[config.mk]
export PLATFORM = sky130hd
export DESIGN_NAME = ema_peak_amplitude_window_detector
export DESIGN_NICKNAME = d
export VERILOG_FILES = /design/src/hdl/epawd_pkg.sv /design/src/hdl/ema_peak_amplitude_window_detector.sv
export SDC_FILE = /design/constraint.sdc
export NUM_CORES = 1
export LEC_CHECK = 0
export BUFFER_PORTS_ARGS = -buffer_cell sky130_fd_sc_hd__buf_2
export CAP_MARGIN = 10
export CORE_MARGIN = 1
export CORE_UTILIZATION = 55
export DETAILED_ROUTE_END_ITERATION = 16
export MAX_ROUTING_LAYER = met4
export PLACE_DENSITY_LB_ADDON = 0.1
export RECOVER_POWER = 25
export SYNTH_ARGS = -nofsm -noshare
export SYNTH_HDL_FRONTEND = slang
export SYNTH_SLANG_ARGS = --single-unit
[constraint.sdc]
create_clock -name clk_i -period 8.18 [get_ports clk_i]
set_input_delay 1.636 -clock clk_i [delete_from_list [all_inputs] [get_ports clk_i]]
set_output_delay 1.636 -clock clk_i [all_outputs]
set_load 0.05 [all_outputs]
[src/hdl/epawd_pkg.sv]
// Package for the EMA peak amplitude window detector.
// Holds widths, reset values, register indexes and sequencer states.
// No dependencies.
package epawd_pkg;

  // Sample and fixed-point format
  localparam int ADC_BITS    = 10;
  localparam int FRAC_BITS   = 8;
  localparam int VAL_BITS    = ADC_BITS + FRAC_BITS;
  localparam int ALPHA_SHIFT = 8;

  // Register widths
  localparam int ALPHA_W  = ALPHA_SHIFT + 1;
  localparam int WIN_W    = 10;
  localparam int RDG_W    = 7;
  localparam int THR_W    = ADC_BITS;
  localparam int CFG_W    = 10;
  localparam int CFG_IDX_W = 3;

  // Limits
  localparam int MAX_READINGS   = 64;
  localparam int DEBOUNCE_LIMIT = 3;
  localparam int DEB_W          = 2;

  // Running sums hold up to MAX_READINGS values of VAL_BITS + 1 bits
  localparam int SUM_W   = VAL_BITS + 1 + $clog2(MAX_READINGS);
  localparam int DCNT_W  = $clog2(SUM_W);
  localparam int PROD_W  = VAL_BITS + ALPHA_SHIFT;

  // Stream word widths, padded to whole bytes
  localparam int S_DATA_W = ((ADC_BITS + 7) / 8) * 8;
  localparam int M_DATA_W = ((4 * VAL_BITS + 7) / 8) * 8;

  // Reset values
  localparam logic [ALPHA_W-1:0] ALPHA_RST = ALPHA_W'(26);
  localparam logic [WIN_W-1:0]   WIN_RST   = WIN_W'(20);
  localparam logic [RDG_W-1:0]   RDG_RST   = RDG_W'(10);
  localparam logic [THR_W-1:0]   LOW_RST   = THR_W'(190);
  localparam logic [THR_W-1:0]   HIGH_RST  = THR_W'(240);
  localparam logic [VAL_BITS:0]  MIN_RST   = {1'b1, {VAL_BITS{1'b0}}};
  localparam logic [ALPHA_W-1:0] ALPHA_MAX = ALPHA_W'(1 << ALPHA_SHIFT);
  localparam logic [VAL_BITS-1:0] VAL_MAX  = {VAL_BITS{1'b1}};

  // Register indexes
  localparam logic [CFG_IDX_W-1:0] CFG_ALPHA  = CFG_IDX_W'(0);
  localparam logic [CFG_IDX_W-1:0] CFG_WINDOW = CFG_IDX_W'(1);
  localparam logic [CFG_IDX_W-1:0] CFG_RDG    = CFG_IDX_W'(2);
  localparam logic [CFG_IDX_W-1:0] CFG_LOW    = CFG_IDX_W'(3);
  localparam logic [CFG_IDX_W-1:0] CFG_HIGH   = CFG_IDX_W'(4);

  // Which running sum the divider works on
  typedef enum logic [1:0] {
    SEL_MAX,
    SEL_MID,
    SEL_MIN
  } sel_e;

  // Sequencer states
  typedef enum logic [3:0] {
    ST_IDLE,
    ST_WIN,
    ST_DLOAD,
    ST_DIV,
    ST_DSTORE,
    ST_AMP,
    ST_EMIT,
    ST_MUL,
    ST_ADD,
    ST_TRK
  } state_e;

endpackage

[src/hdl/ema_peak_amplitude_window_detector.sv]
// EMA peak amplitude window detector, top level.
// Smooths samples, tracks window extremes, averages them with a shared divider.
// Depends on epawd_pkg.
//
//  channel   | direction | tdata (low bit up)               | tuser
//  s_axis    | in        | sample                           | tick
//  m_axis    | out       | max_avg, mid_avg, min_avg, ampl. | ready_res
//  cfg       | in        | write enable, index, data        | -
//
// A word that closes no reading keeps the input busy through ST_WIN, ST_MUL, ST_ADD and
// ST_TRK; no new word is taken until then. A word that closes a reading also runs the
// divider, which gives one quotient bit a cycle for each of the three sums, and then
// ST_AMP and ST_EMIT. Reset is asynchronous and active low and loads the register defaults.
// The result sits in an output register; a stalled output holds the sequencer only
// when the next result is ready to be loaded.
module ema_peak_amplitude_window_detector
  import epawd_pkg::*;
(
  input  logic                 clk_i,
  input  logic                 rst_ni,
  // tdata: sample [ADC_BITS-1:0], zero padding above
  input  logic [S_DATA_W-1:0]  s_axis_tdata,
  // tuser: tick
  input  logic                 s_axis_tuser,
  input  logic                 s_axis_tvalid,
  output logic                 s_axis_tready,
  // tdata: max_avg, mid_avg, min_avg, amplitude, VAL_BITS each
  output logic [M_DATA_W-1:0]  m_axis_tdata,
  // tuser: ready_res
  output logic                 m_axis_tuser,
  output logic                 m_axis_tvalid,
  input  logic                 m_axis_tready,
  input  logic                 cfg_we_i,
  input  logic [CFG_IDX_W-1:0] cfg_idx_i,
  input  logic [CFG_W-1:0]     cfg_data_i
);

  state_e state_q, state_d;

  // Configuration
  logic [ALPHA_W-1:0] alpha_q;
  logic [WIN_W-1:0]   win_q;
  logic [RDG_W-1:0]   rdg_q;
  logic [THR_W-1:0]   low_q, high_q;

  // Item and tracking state
  logic [ADC_BITS-1:0] y_q, y_d;
  logic                tick_q, tick_d;
  logic [VAL_BITS-1:0] smooth_q, smooth_d;
  logic [VAL_BITS-1:0] wmax_q, wmax_d;
  logic [VAL_BITS:0]   wmin_q, wmin_d;
  logic [WIN_W-1:0]    tcnt_q, tcnt_d;
  logic [SUM_W-1:0]    smax_q, smax_d, smid_q, smid_d, smin_q, smin_d;
  logic [RDG_W-1:0]    wcnt_q, wcnt_d;
  logic [DEB_W-1:0]    deb_q, deb_d;
  logic [PROD_W-1:0]   prod_q, prod_d;

  // Divider and result
  sel_e                sel_q, sel_d;
  logic [RDG_W-1:0]    rem_q, rem_d;
  logic [SUM_W-1:0]    quo_q, quo_d;
  logic [DCNT_W-1:0]   dcnt_q, dcnt_d;
  logic [VAL_BITS-1:0] amax_q, amax_d, amid_q, amid_d, amin_q, amin_d, amp_q, amp_d;

  // Output register
  logic                ovld_q, ovld_d;
  logic [M_DATA_W-1:0] odata_q, odata_d;
  logic                ouser_q, ouser_d;

  // Effective register values
  logic [ALPHA_W-1:0] alpha_eff;
  logic [WIN_W-1:0]   wlen;
  logic [RDG_W-1:0]   rlen;

  // Working signals
  logic [WIN_W-1:0]      tcnt_inc;
  logic [RDG_W-1:0]      wcnt_inc;
  logic [VAL_BITS+1:0]   mid_sum;
  logic [VAL_BITS:0]     diff;
  logic [VAL_BITS+ALPHA_W:0] prod_full;
  logic [RDG_W:0]        dshift;
  logic                  dge;
  logic [VAL_BITS-1:0]   quo_sat;
  logic [VAL_BITS-1:0]   thr_lo, thr_hi;
  logic                  in_range;
  logic                  out_free;

  assign alpha_eff = (alpha_q > ALPHA_MAX) ? ALPHA_MAX : alpha_q;
  assign wlen      = (win_q == '0) ? WIN_W'(1) : win_q;
  assign rlen      = (rdg_q == '0) ? RDG_W'(1) :
                     (rdg_q > RDG_W'(MAX_READINGS)) ? RDG_W'(MAX_READINGS) : rdg_q;

  assign s_axis_tready = (state_q == ST_IDLE);
  assign m_axis_tvalid = ovld_q;
  assign m_axis_tdata  = odata_q;
  assign m_axis_tuser  = ouser_q;
  assign out_free      = !ovld_q || m_axis_tready;

  assign tcnt_inc  = tcnt_q + WIN_W'(1);
  assign wcnt_inc  = wcnt_q + RDG_W'(1);
  assign mid_sum   = {1'b0, wmax_q} + {1'b0, wmin_q};

  // Shared datapath pieces: signed difference times alpha, one divider step
  assign diff      = {1'b0, y_q, {FRAC_BITS{1'b0}}} - {1'b0, smooth_q};
  assign prod_full = $signed({1'b0, alpha_eff}) * $signed(diff);
  assign dshift    = {rem_q, quo_q[SUM_W-1]};
  assign dge       = dshift >= {1'b0, rlen};
  assign quo_sat   = (quo_q > SUM_W'(VAL_MAX)) ? VAL_MAX : quo_q[VAL_BITS-1:0];

  assign thr_lo    = {low_q, {FRAC_BITS{1'b0}}};
  assign thr_hi    = {high_q, {FRAC_BITS{1'b0}}};
  assign in_range  = (amp_q > thr_lo) && (amp_q < thr_hi);

  // Sequencer: next state and datapath next values
  always_comb begin
    state_d  = state_q;
    y_d      = y_q;
    tick_d   = tick_q;
    smooth_d = smooth_q;
    wmax_d   = wmax_q;
    wmin_d   = wmin_q;
    tcnt_d   = tcnt_q;
    smax_d   = smax_q;
    smid_d   = smid_q;
    smin_d   = smin_q;
    wcnt_d   = wcnt_q;
    deb_d    = deb_q;
    prod_d   = prod_q;
    sel_d    = sel_q;
    rem_d    = rem_q;
    quo_d    = quo_q;
    dcnt_d   = dcnt_q;
    amax_d   = amax_q;
    amid_d   = amid_q;
    amin_d   = amin_q;
    amp_d    = amp_q;
    ovld_d   = ovld_q && !m_axis_tready;
    odata_d  = odata_q;
    ouser_d  = ouser_q;

    case (state_q)
      // Take a word
      ST_IDLE: begin
        if (s_axis_tvalid) begin
          y_d     = s_axis_tdata[ADC_BITS-1:0];
          tick_d  = s_axis_tuser;
          state_d = ST_WIN;
        end
      end
      // Advance the tick count; close the window before the sample is used, and start the divider when a reading closes
      ST_WIN: begin
        state_d = ST_MUL;
        if (tick_q) begin
          tcnt_d = tcnt_inc;
          if (tcnt_inc >= wlen) begin
            smax_d = smax_q + SUM_W'(wmax_q);
            smid_d = smid_q + SUM_W'(mid_sum[VAL_BITS+1:1]);
            smin_d = smin_q + SUM_W'(wmin_q);
            wmax_d = '0;
            wmin_d = MIN_RST;
            tcnt_d = '0;
            wcnt_d = wcnt_inc;
            if (wcnt_inc >= rlen) begin
              sel_d   = SEL_MAX;
              state_d = ST_DLOAD;
            end
          end
        end
      end
      // Load one running sum into the divider
      ST_DLOAD: begin
        rem_d  = '0;
        dcnt_d = '0;
        case (sel_q)
          SEL_MAX: quo_d = smax_q;
          SEL_MID: quo_d = smid_q;
          default: quo_d = smin_q;
        endcase
        state_d = ST_DIV;
      end
      // One restoring division step a cycle
      ST_DIV: begin
        rem_d  = dge ? RDG_W'(dshift - {1'b0, rlen}) : dshift[RDG_W-1:0];
        quo_d  = {quo_q[SUM_W-2:0], dge};
        dcnt_d = dcnt_q + DCNT_W'(1);
        if (dcnt_q == DCNT_W'(SUM_W - 1)) begin
          state_d = ST_DSTORE;
        end
      end
      // Store the saturated quotient and move to the next sum
      ST_DSTORE: begin
        case (sel_q)
          SEL_MAX: begin
            amax_d  = quo_sat;
            sel_d   = SEL_MID;
            state_d = ST_DLOAD;
          end
          SEL_MID: begin
            amid_d  = quo_sat;
            sel_d   = SEL_MIN;
            state_d = ST_DLOAD;
          end
          default: begin
            amin_d  = quo_sat;
            state_d = ST_AMP;
          end
        endcase
      end
      // Amplitude, floored at zero
      ST_AMP: begin
        amp_d   = (amid_q > amin_q) ? amid_q - amin_q : '0;
        state_d = ST_EMIT;
      end
      // Debounce, load the output register and clear the sums
      ST_EMIT: begin
        if (out_free) begin
          ouser_d = 1'b0;
          if (in_range) begin
            if (deb_q < DEB_W'(DEBOUNCE_LIMIT)) begin
              deb_d = deb_q + DEB_W'(1);
            end else begin
              ouser_d = 1'b1;
            end
          end else begin
            deb_d = '0;
          end
          odata_d = M_DATA_W'({amp_q, amin_q, amid_q, amax_q});
          ovld_d  = 1'b1;
          smax_d  = '0;
          smid_d  = '0;
          smin_d  = '0;
          wcnt_d  = '0;
          state_d = ST_MUL;
        end
      end
      // Multiply the error by alpha
      ST_MUL: begin
        prod_d  = prod_full[PROD_W-1:0];
        state_d = ST_ADD;
      end
      // Add the floored step, wrapping to the value width
      ST_ADD: begin
        smooth_d = smooth_q + prod_q[ALPHA_SHIFT +: VAL_BITS];
        state_d  = ST_TRK;
      end
      // Update the window extremes
      ST_TRK: begin
        if (smooth_q > wmax_q) begin
          wmax_d = smooth_q;
        end
        if ({1'b0, smooth_q} < wmin_q) begin
          wmin_d = {1'b0, smooth_q};
        end
        state_d = ST_IDLE;
      end
      default: begin
        state_d = ST_IDLE;
      end
    endcase
  end

  // State register
  always_ff @(posedge clk_i or negedge rst_ni) begin
    if (!rst_ni) begin
      state_q <= ST_IDLE;
    end else begin
      state_q <= state_d;
    end
  end

  // Configuration registers
  always_ff @(posedge clk_i or negedge rst_ni) begin
    if (!rst_ni) begin
      alpha_q <= ALPHA_RST;
      win_q   <= WIN_RST;
      rdg_q   <= RDG_RST;
      low_q   <= LOW_RST;
      high_q  <= HIGH_RST;
    end else if (cfg_we_i) begin
      case (cfg_idx_i)
        CFG_ALPHA:  alpha_q <= cfg_data_i[ALPHA_W-1:0];
        CFG_WINDOW: win_q   <= cfg_data_i[WIN_W-1:0];
        CFG_RDG:    rdg_q   <= cfg_data_i[RDG_W-1:0];
        CFG_LOW:    low_q   <= cfg_data_i[THR_W-1:0];
        CFG_HIGH:   high_q  <= cfg_data_i[THR_W-1:0];
        default: ;
      endcase
    end
  end

  // Tracking state and output valid
  always_ff @(posedge clk_i or negedge rst_ni) begin
    if (!rst_ni) begin
      smooth_q <= '0;
      wmax_q   <= '0;
      wmin_q   <= MIN_RST;
      tcnt_q   <= '0;
      smax_q   <= '0;
      smid_q   <= '0;
      smin_q   <= '0;
      wcnt_q   <= '0;
      deb_q    <= '0;
      sel_q    <= SEL_MAX;
      dcnt_q   <= '0;
      ovld_q   <= 1'b0;
    end else begin
      smooth_q <= smooth_d;
      wmax_q   <= wmax_d;
      wmin_q   <= wmin_d;
      tcnt_q   <= tcnt_d;
      smax_q   <= smax_d;
      smid_q   <= smid_d;
      smin_q   <= smin_d;
      wcnt_q   <= wcnt_d;
      deb_q    <= deb_d;
      sel_q    <= sel_d;
      dcnt_q   <= dcnt_d;
      ovld_q   <= ovld_d;
    end
  end

  // Payload registers
  always_ff @(posedge clk_i) begin
    y_q     <= y_d;
    tick_q  <= tick_d;
    prod_q  <= prod_d;
    rem_q   <= rem_d;
    quo_q   <= quo_d;
    amax_q  <= amax_d;
    amid_q  <= amid_d;
    amin_q  <= amin_d;
    amp_q   <= amp_d;
    odata_q <= odata_d;
    ouser_q <= ouser_d;
  end

endmodule
==> results.txt, run 1 <==
----------------------------------------------------
[Critical path]
  Combined buffer and inverter count along the critical path ... 5
  Maximum net fanout on the critical path ... 9
  Crit-path most repeated cell ... sky130_fd_sc_hd__fa_1
  Type of element launching the critical path ... flop
  Critical path data required time ... approximately 8.5 ns
  Path type of the worst setup path ... reg2reg
  Category of cells accounting for the largest share of critical-path delay ... adder cells
  Capturing element type of the critical path ... flop
  Slowest cell on the critical path ... sky130_fd_sc_hd__fa_1
  Slowest stage delay, CP ... 0.55 ns
  Data arrival time at the worst-slack endpoint ... 7.89 ns

[Synth]
  Post-synth EDFFs ... 206
  Count of different cell masters after synthesis ... between 70 and 80
  Post-Syn Nets ... 3304
  Fraction of registers with async set/reset ... roughly 50%
  Number of warnings issued by yosys ... 0
  Cells after Synth ... ~2900
  Top area cells in the synthesized netlist ... sky130_fd_sc_hd__edfxtp_1 22%, sky130_fd_sc_hd__dfrtp_1 17%, sky130_fd_sc_hd__ha_1 11%, sky130_fd_sc_hd__fa_1 9.6%, sky130_fd_sc_hd__nand2_1 4.0%
  Cell taking the most area after synthesis ... sky130_fd_sc_hd__edfxtp_1
  Share of synthesized area occupied by flip-flops and latches ... approximately two fifths
  Prevailing post-synth register cell ... sky130_fd_sc_hd__edfxtp_1
  Proportion of netlist area held by the largest area contributor ... 21.7%
  Post-Synthesis Mean Instance Area ... 9.93 um^2
  Netlist Area Pre-Place ... 28600 um^2
  Number of synthesized register bits ... 413

[Placed design]
  Final weighted congestion in routability-driven placement ... 0.897
  Port-buffer cells ... 103
  Number of placed instances, taps included ... 3615
  DP Wirelength ... ~50000 um
  Setup slack after placement ... ~0.66 ns

[STA]
  Final Hold Viols ... 0
  Post-route fraction of the period consumed by the critical path ... 92.3%
  Final setup violating endpoints ... 0
  Final max-slew violation count ... between 100 and 150
  Sum of negative setup slack ... 0 ns
  Layout Skew ... 0.0153 ns
  Minimum clock period ... 7.55 ns
  Least-Margin Pin Slew ... 4.28 ns
  Final Hold Slack ... 0.417 ns
  Slew Limit Headroom ... -185%
  Setup repair after global routing missed its margin ... no
  Fmax ... roughly 130 MHz
  Least setup slack across all paths after layout ... 0.630 ns

[Global route]
  Largest net degree at the start of global routing ... 89
  Global router's overall resource usage ... 26.4%
  Layer with the highest usage after global routing ... met2
  Wire length of the first global-routing pass ... 108000 um
  Overflow left after global routing ... 0
  Via count of the first global-routing pass ... 20800
  Met3 GRT Util ... 2.47%
  Met1 track demand over resource ... 36.1%
  Number of antenna violations at the first check in global routing ... 0
  Global-route met2 utilization ... 42.5%

[Min path]
  Hold Path Class ... reg2reg

[CTS]
  Buffers inserted during post-CTS setup optimization ... 0
  Maximum count of clock buffers along a single path ... 3
  Clock transition at the registers of the reported paths ... 0.06 ns
  Latest clock arrival within the worst-skew pair ... 0.59 ns
  Clock tree from TritonCTS ... built
  Clock tree sinks ... 413
  H-tree depth ... 2
  Root cell of the clock tree ... sky130_fd_sc_hd__clkbuf_16
  Total clock buffers created by CTS ... 46
  Count of instances resized after the clock tree is built ... 0
  CTS hold repair buffers ... 0

[Cells and area]
  Most common library cell in the layout ignoring fill and taps ... sky130_fd_sc_hd__nand2_1
  Fraction of final layout cells sized beyond drive strength 1 ... 10.0%
  Post-synthesis to final-layout area growth ... 10.1%
  Antenna diode count ... 0
  Layout Nets ... 3411
  Post-route insts no fill ... 3701
  Most frequent cells in the layout ... 301 x sky130_fd_sc_hd__nand2_1, 296 x sky130_fd_sc_hd__inv_1, 256 x sky130_fd_sc_hd__ha_1, 237 x sky130_fd_sc_hd__nor2_1, 206 x sky130_fd_sc_hd__edfxtp_1

[Detailed routing]
  Residual DRC count ... 0
  Final routed wirelength across all metal layers ... 65800 um
  DRT antenna net count ... 0
  First-pass iteration count of the detailed router ... 6
  Via-per-instance ratio ... 5.65
  Vias ... around 21000
  Avg WL per Cell ... approximately 18 um
  Initial drt markers ... 1318

[Floorplanning]
  Die H ... 230 um
  Floorplan die width ... ~230 um
  Ports placed on the boundary ... 110
  Placement row count ... 83
  Core ar. ... 51300 um^2
  Die Outline Area ... 52800 um^2
  Starting density of the core ... 55.7%

[Run status]
  Status ... complete, but fails checks
  Failing checks ... capacitance limit, slew limit

[Job]
  Max-cap viol count ... 2

----------------------------------------------------
## sequential cells by signal, summed over array words and instances (netlist names), 18 cells and up
name          count
prod_q           18
amid_q           18
smax_q           25
amin_q           18
smooth_q         18
smid_q           25
amp_q            18
wmax_q           18
smin_q           25
quo_q            25
m_axis_tdata     72
wmin_q           19
amax_q           18
## cells in the mapped netlist (4+ instances only)
library cell,instances
sky130_fd_sc_hd__nand2_1,302
sky130_fd_sc_hd__inv_1,296
sky130_fd_sc_hd__ha_1,256
sky130_fd_sc_hd__nor2_1,237
sky130_fd_sc_hd__edfxtp_1,206
sky130_fd_sc_hd__dfrtp_1,189
sky130_fd_sc_hd__o21ai_0,187
sky130_fd_sc_hd__a21oi_1,140
sky130_fd_sc_hd__fa_1,137
sky130_fd_sc_hd__nand3_1,106
sky130_fd_sc_hd__xnor2_1,92
sky130_fd_sc_hd__clkbuf_1,70
sky130_fd_sc_hd__mux2i_1,67
sky130_fd_sc_hd__xor2_1,60
sky130_fd_sc_hd__nor3_1,57
sky130_fd_sc_hd__a21o_1,50
sky130_fd_sc_hd__nor2b_1,43
sky130_fd_sc_hd__nand2b_1,31
sky130_fd_sc_hd__or2_2,31
sky130_fd_sc_hd__mux2_2,27
sky130_fd_sc_hd__o21a_1,26
sky130_fd_sc_hd__and2_1,19
sky130_fd_sc_hd__nand4_1,19
sky130_fd_sc_hd__or3_1,19
sky130_fd_sc_hd__and3_1,18
sky130_fd_sc_hd__dfstp_2,18
sky130_fd_sc_hd__a211oi_1,16
sky130_fd_sc_hd__a31oi_1,13
sky130_fd_sc_hd__o31ai_1,13
sky130_fd_sc_hd__nor3b_1,11
sky130_fd_sc_hd__nor4_1,11
sky130_fd_sc_hd__buf_2,8
sky130_fd_sc_hd__o21bai_1,7
sky130_fd_sc_hd__a211o_1,6
sky130_fd_sc_hd__a21boi_0,5
sky130_fd_sc_hd__a22o_1,5
sky130_fd_sc_hd__buf_1,4
sky130_fd_sc_hd__nor4b_1,4
sky130_fd_sc_hd__o41a_1,4
sky130_fd_sc_hd__or4_1,4
## logic make-up after synthesis
family	after synthesis	synth area share [%]
and+or+nand+nor	925	15.1
AOI/OAI and AO/OA	519	11.1
DFF	413	39.9
adders and majority gates	393	20.8
buffers and inverters	379	5.02
xor gates and xnor gates	153	4.72
muxes	94	3.41
## routing by layer
| layer | part of all wire [%] | vias up |
|---|---|---|
| met1 | 46 | 10200 |
| met2 | 48 | 508 |
| met5 | 0 | - |
| met4 | 2.0 | 0 |
| met3 | 4.5 | 84 |
| li1 | - | 10100 |
## metrics by stage
stage                     util (%)  cell area (um^2)
after floorplan                  -             28600
after global placement        58.4             29900
after detailed placement      58.4             29900
after CTS                     61.4             31500
after global routing          61.3             31400
final                         61.3             31400
## layout make-up
class | count | area, um^2
Inverter | 297 | 1120
Fill cell | 4366 | 19900
Clock buffer | 62 | 1280
Clock inverter | 24 | 254
Multi-Input combinational cell | 2084 | 15800
Sequential cell | 413 | 11400
Tap cell | 680 | 851
Timing Repair Buffer | 141 | 783
## path summary, 6_finish.rpt
check	cells past startpoint	slack, ns	start	end
max in group asynchronous	2	2.97	rst_ni	wmax_q[14]
worst max register to register	27	0.63	smooth_q[8]	prod_q[21]
worst min register to register	0	0.42	amax_q[8]	m_axis_tdata[8]
min in group asynchronous	1	2.57	rst_ni	win_q[0]
worst max-delay path	27	0.63	smooth_q[8]	prod_q[21]
worst min-delay path	0	0.42	amax_q[8]	m_axis_tdata[8]
Power of run 1 is left out: the tool's default activity adds up to more than one toggle a clock period on the data nets, which glitch-free logic cannot reach.
==> run 2: changes to the inputs <==
--- a/config.mk
+++ b/config.mk
@@ -10,7 +10,6 @@
 export CORE_MARGIN = 1
 export CORE_UTILIZATION = 55
 export DETAILED_ROUTE_END_ITERATION = 16
-export MAX_ROUTING_LAYER = met4
 export PLACE_DENSITY_LB_ADDON = 0.1
 export RECOVER_POWER = 25
 export SYNTH_ARGS = -nofsm -noshare
==> results.txt, run 2 (synthesized netlist as in run 1, its figures left out) <==
----------------------------------------------------
[Run status]
  Status ... complete, but fails checks
  Failing checks ... capacitance limit, slew limit

[CTS]
  Clock transition at the registers of the reported paths ... 0.06 ns (about the same)
  Count of instances resized after the clock tree is built ... 0 (unchanged)
  Clock tree from TritonCTS ... built
  Root cell of the clock tree ... sky130_fd_sc_hd__clkbuf_16
  CTS hold repair buffers ... 0 (unchanged)
  Clock tree sinks ... 413 (unchanged)
  Total clock buffers created by CTS ... 45 (-2.2%)
  Maximum count of clock buffers along a single path ... 3 (unchanged)
  Buffers inserted during post-CTS setup optimization ... 0 (unchanged)
  H-tree depth ... 2 (unchanged)
  Latest clock arrival within the worst-skew pair ... 0.60 ns (about the same)

[Placed design]
  Placed instance area ... 29900 um^2 (about the same)
  DP Wirelength ... 49600 um (-0.60%)
  Port-buffer cells ... 103 (unchanged)
  Final weighted congestion in routability-driven placement ... 0.887 (-1.1%)

[Critical path]
  Capturing element type of the critical path ... flop
  Critical path data required time ... 8.52 ns (about the same)
  Maximum net fanout on the critical path ... 8 (-1)
  Path type of the worst setup path ... reg2reg
  Data arrival time at the worst-slack endpoint ... 8.03 ns (+0.14 ns)
  Type of element launching the critical path ... flop

[Min path]
  Hold Path Class ... reg2reg

[Cells and area]
  Fraction of final layout cells sized beyond drive strength 1 ... 9.85% (-0.18 points)
  Antenna diode count ... 0 (unchanged)
  Non-Filler Cell Area, Final ... 31400 um^2 (-0.31%)
  Layout Nets ... 3407 (-0.12%)
  Layout fillers ... 4349 (-0.39%)
  Flip-flop count of the largest register after layout ... 72 (unchanged)
  Most common library cell in the layout ignoring fill and taps ... sky130_fd_sc_hd__nand2_1
  Post-synthesis to final-layout area growth ... 9.78%
  Most frequent cells in the layout ... 301 x sky130_fd_sc_hd__nand2_1, 296 x sky130_fd_sc_hd__inv_1, 256 x sky130_fd_sc_hd__ha_1, 237 x sky130_fd_sc_hd__nor2_1, 206 x sky130_fd_sc_hd__edfxtp_1

[Detailed routing]
  DRT antenna net count ... 0 (unchanged)
  Via-per-instance ratio ... 5.62 (-0.44%)
  Residual DRC count ... 0 (unchanged)
  Vias ... 20800 (-0.58%)
  Avg WL per Cell ... 17.7 um (-0.62%)
  Initial drt markers ... 1365 (+3.6%)
  Final routed wirelength across all metal layers ... 65300 um (-0.76%)
  First-pass iteration count of the detailed router ... 5 (-1)

[STA]
  Minimum clock period ... 7.69 ns (+0.141 ns)
  Setup repair after global routing missed its margin ... no
  Post-route fraction of the period consumed by the critical path ... 94.0% (+1.7 points)
  Final setup violating endpoints ... 0 (unchanged)
  Layout Skew ... 0.0199 ns (+0.00457 ns)
  Least-Margin Pin Slew ... 2.99 ns (-1.29 ns)
  Final max-slew violation count ... 105 (-19%)
  Slew Limit Headroom ... -99.2% (+86 points)
  Fmax ... 130 MHz (-1.8%)
  Sum of negative setup slack ... 0 ns (unchanged)
  Final Hold Viols ... 0 (unchanged)

[Global route]
  Via count of the first global-routing pass ... 20800 (-0.019%)
  Largest net degree at the start of global routing ... 154 (+73%)
  Global router's overall resource usage ... 25.5% (-0.89 points)
  Number of antenna violations at the first check in global routing ... 0 (unchanged)
  Overflow left after global routing ... 0 (unchanged)
  Wire length of the first global-routing pass ... 108000 um (-0.56%)

[Floorplanning]
  Floorplan die width ... 230 um (unchanged)
  Ports placed on the boundary ... 110 (unchanged)
  Placement row count ... 83 (unchanged)
  Core ar. ... 51300 um^2 (unchanged)
  Die H ... 230 um (unchanged)
  Die Outline Area ... 52800 um^2 (unchanged)
  Starting density of the core ... 55.7% (unchanged)

[Job]
  Max-cap viol count ... 2 (unchanged)

----------------------------------------------------
## run 2: cell types whose count changed in the layout (fill, tap and decap cells not counted), sizes merged
cell	delta
clkinvlp	-7
clkinv	+5
bufinv	-3
clkbuf	+3
buf	-2
inv	-1
## run 2: metrics by stage
step / util, % / setup slack [ns] / hold WS (ns) / std cells
finish: 61.1 / 0.488 / 0.416 / 3696
CTS: 61.2 / 0.505 / 0.418 / 3696
global route: 61.1 / 0.145 / 0.423 / 3696
detailed placement: 58.3 / 0.534 / 0.405 / 3612
global placement: 58.3 / 0.600 / 0.405 / 3612
floorplan: - / 0.942 / 0.400 / 2876
## run 2: worst paths after layout
path | start | endpoint | slack, ns | depth (start not counted)
min in group asynchronous | rst_ni | high_q[3] | 2.01 | 1
worst min-delay path | amax_q[13] | m_axis_tdata[13] | 0.42 | 0
worst min register to register | amax_q[13] | m_axis_tdata[13] | 0.42 | 0
max in group asynchronous | rst_ni | smin_q[17] | 4.24 | 2
worst max-delay path | smooth_q[1] | prod_q[21] | 0.49 | 26
worst max register to register | smooth_q[1] | prod_q[21] | 0.49 | 26
## run 2: critical path, stage by stage, from the launching register on
cell	delay [ns]
sky130_fd_sc_hd__dfrtp_1	0.47
sky130_fd_sc_hd__inv_1	0.15
sky130_fd_sc_hd__ha_1	0.23
sky130_fd_sc_hd__nor3b_1	0.31
sky130_fd_sc_hd__and2_0	0.32
sky130_fd_sc_hd__nand2_1	0.11
sky130_fd_sc_hd__xnor2_1	0.54
sky130_fd_sc_hd__nand2_1	0.15
sky130_fd_sc_hd__fa_1	0.51
sky130_fd_sc_hd__inv_1	0.05
sky130_fd_sc_hd__fa_1	0.48
sky130_fd_sc_hd__fa_1	0.53
sky130_fd_sc_hd__fa_1	0.56
sky130_fd_sc_hd__inv_1	0.06
sky130_fd_sc_hd__fa_1	0.53
sky130_fd_sc_hd__inv_1	0.04
sky130_fd_sc_hd__ha_1	0.35
sky130_fd_sc_hd__a21o_1	0.18
sky130_fd_sc_hd__a21oi_1	0.17
sky130_fd_sc_hd__o21ai_0	0.15
sky130_fd_sc_hd__a21o_1	0.21
sky130_fd_sc_hd__a221o_1	0.39
sky130_fd_sc_hd__and2_1	0.21
sky130_fd_sc_hd__o21a_1	0.18
sky130_fd_sc_hd__or2_2	0.29
sky130_fd_sc_hd__a21oi_1	0.19
sky130_fd_sc_hd__xnor2_1	0.09
## run 2: cell type report
cell class	count	area [um^2]	share of cell area, %
timing repair buffer	138	774	2.47
clock buffer	66	1300	4.15
clock inverter	18	148	0.471
sequential	413	11400	36.3
inverter	297	1120	3.56
multi-input combinational	2084	15800	50.3
tap	680	851	2.71
## run 2: routing by layer
layer | vias to the layer above | wire length (um) | global-route usage [%]
li1 | 10100 | - | -
met1 | 10100 | 29500 | 34.8
met2 | 462 | 30700 | 41.9
met3 | 105 | 3360 | 4.13
met4 | 0 | 1740 | 7.45
met5 | - | 0 | 0
Power of run 2 is left out for the same reason.
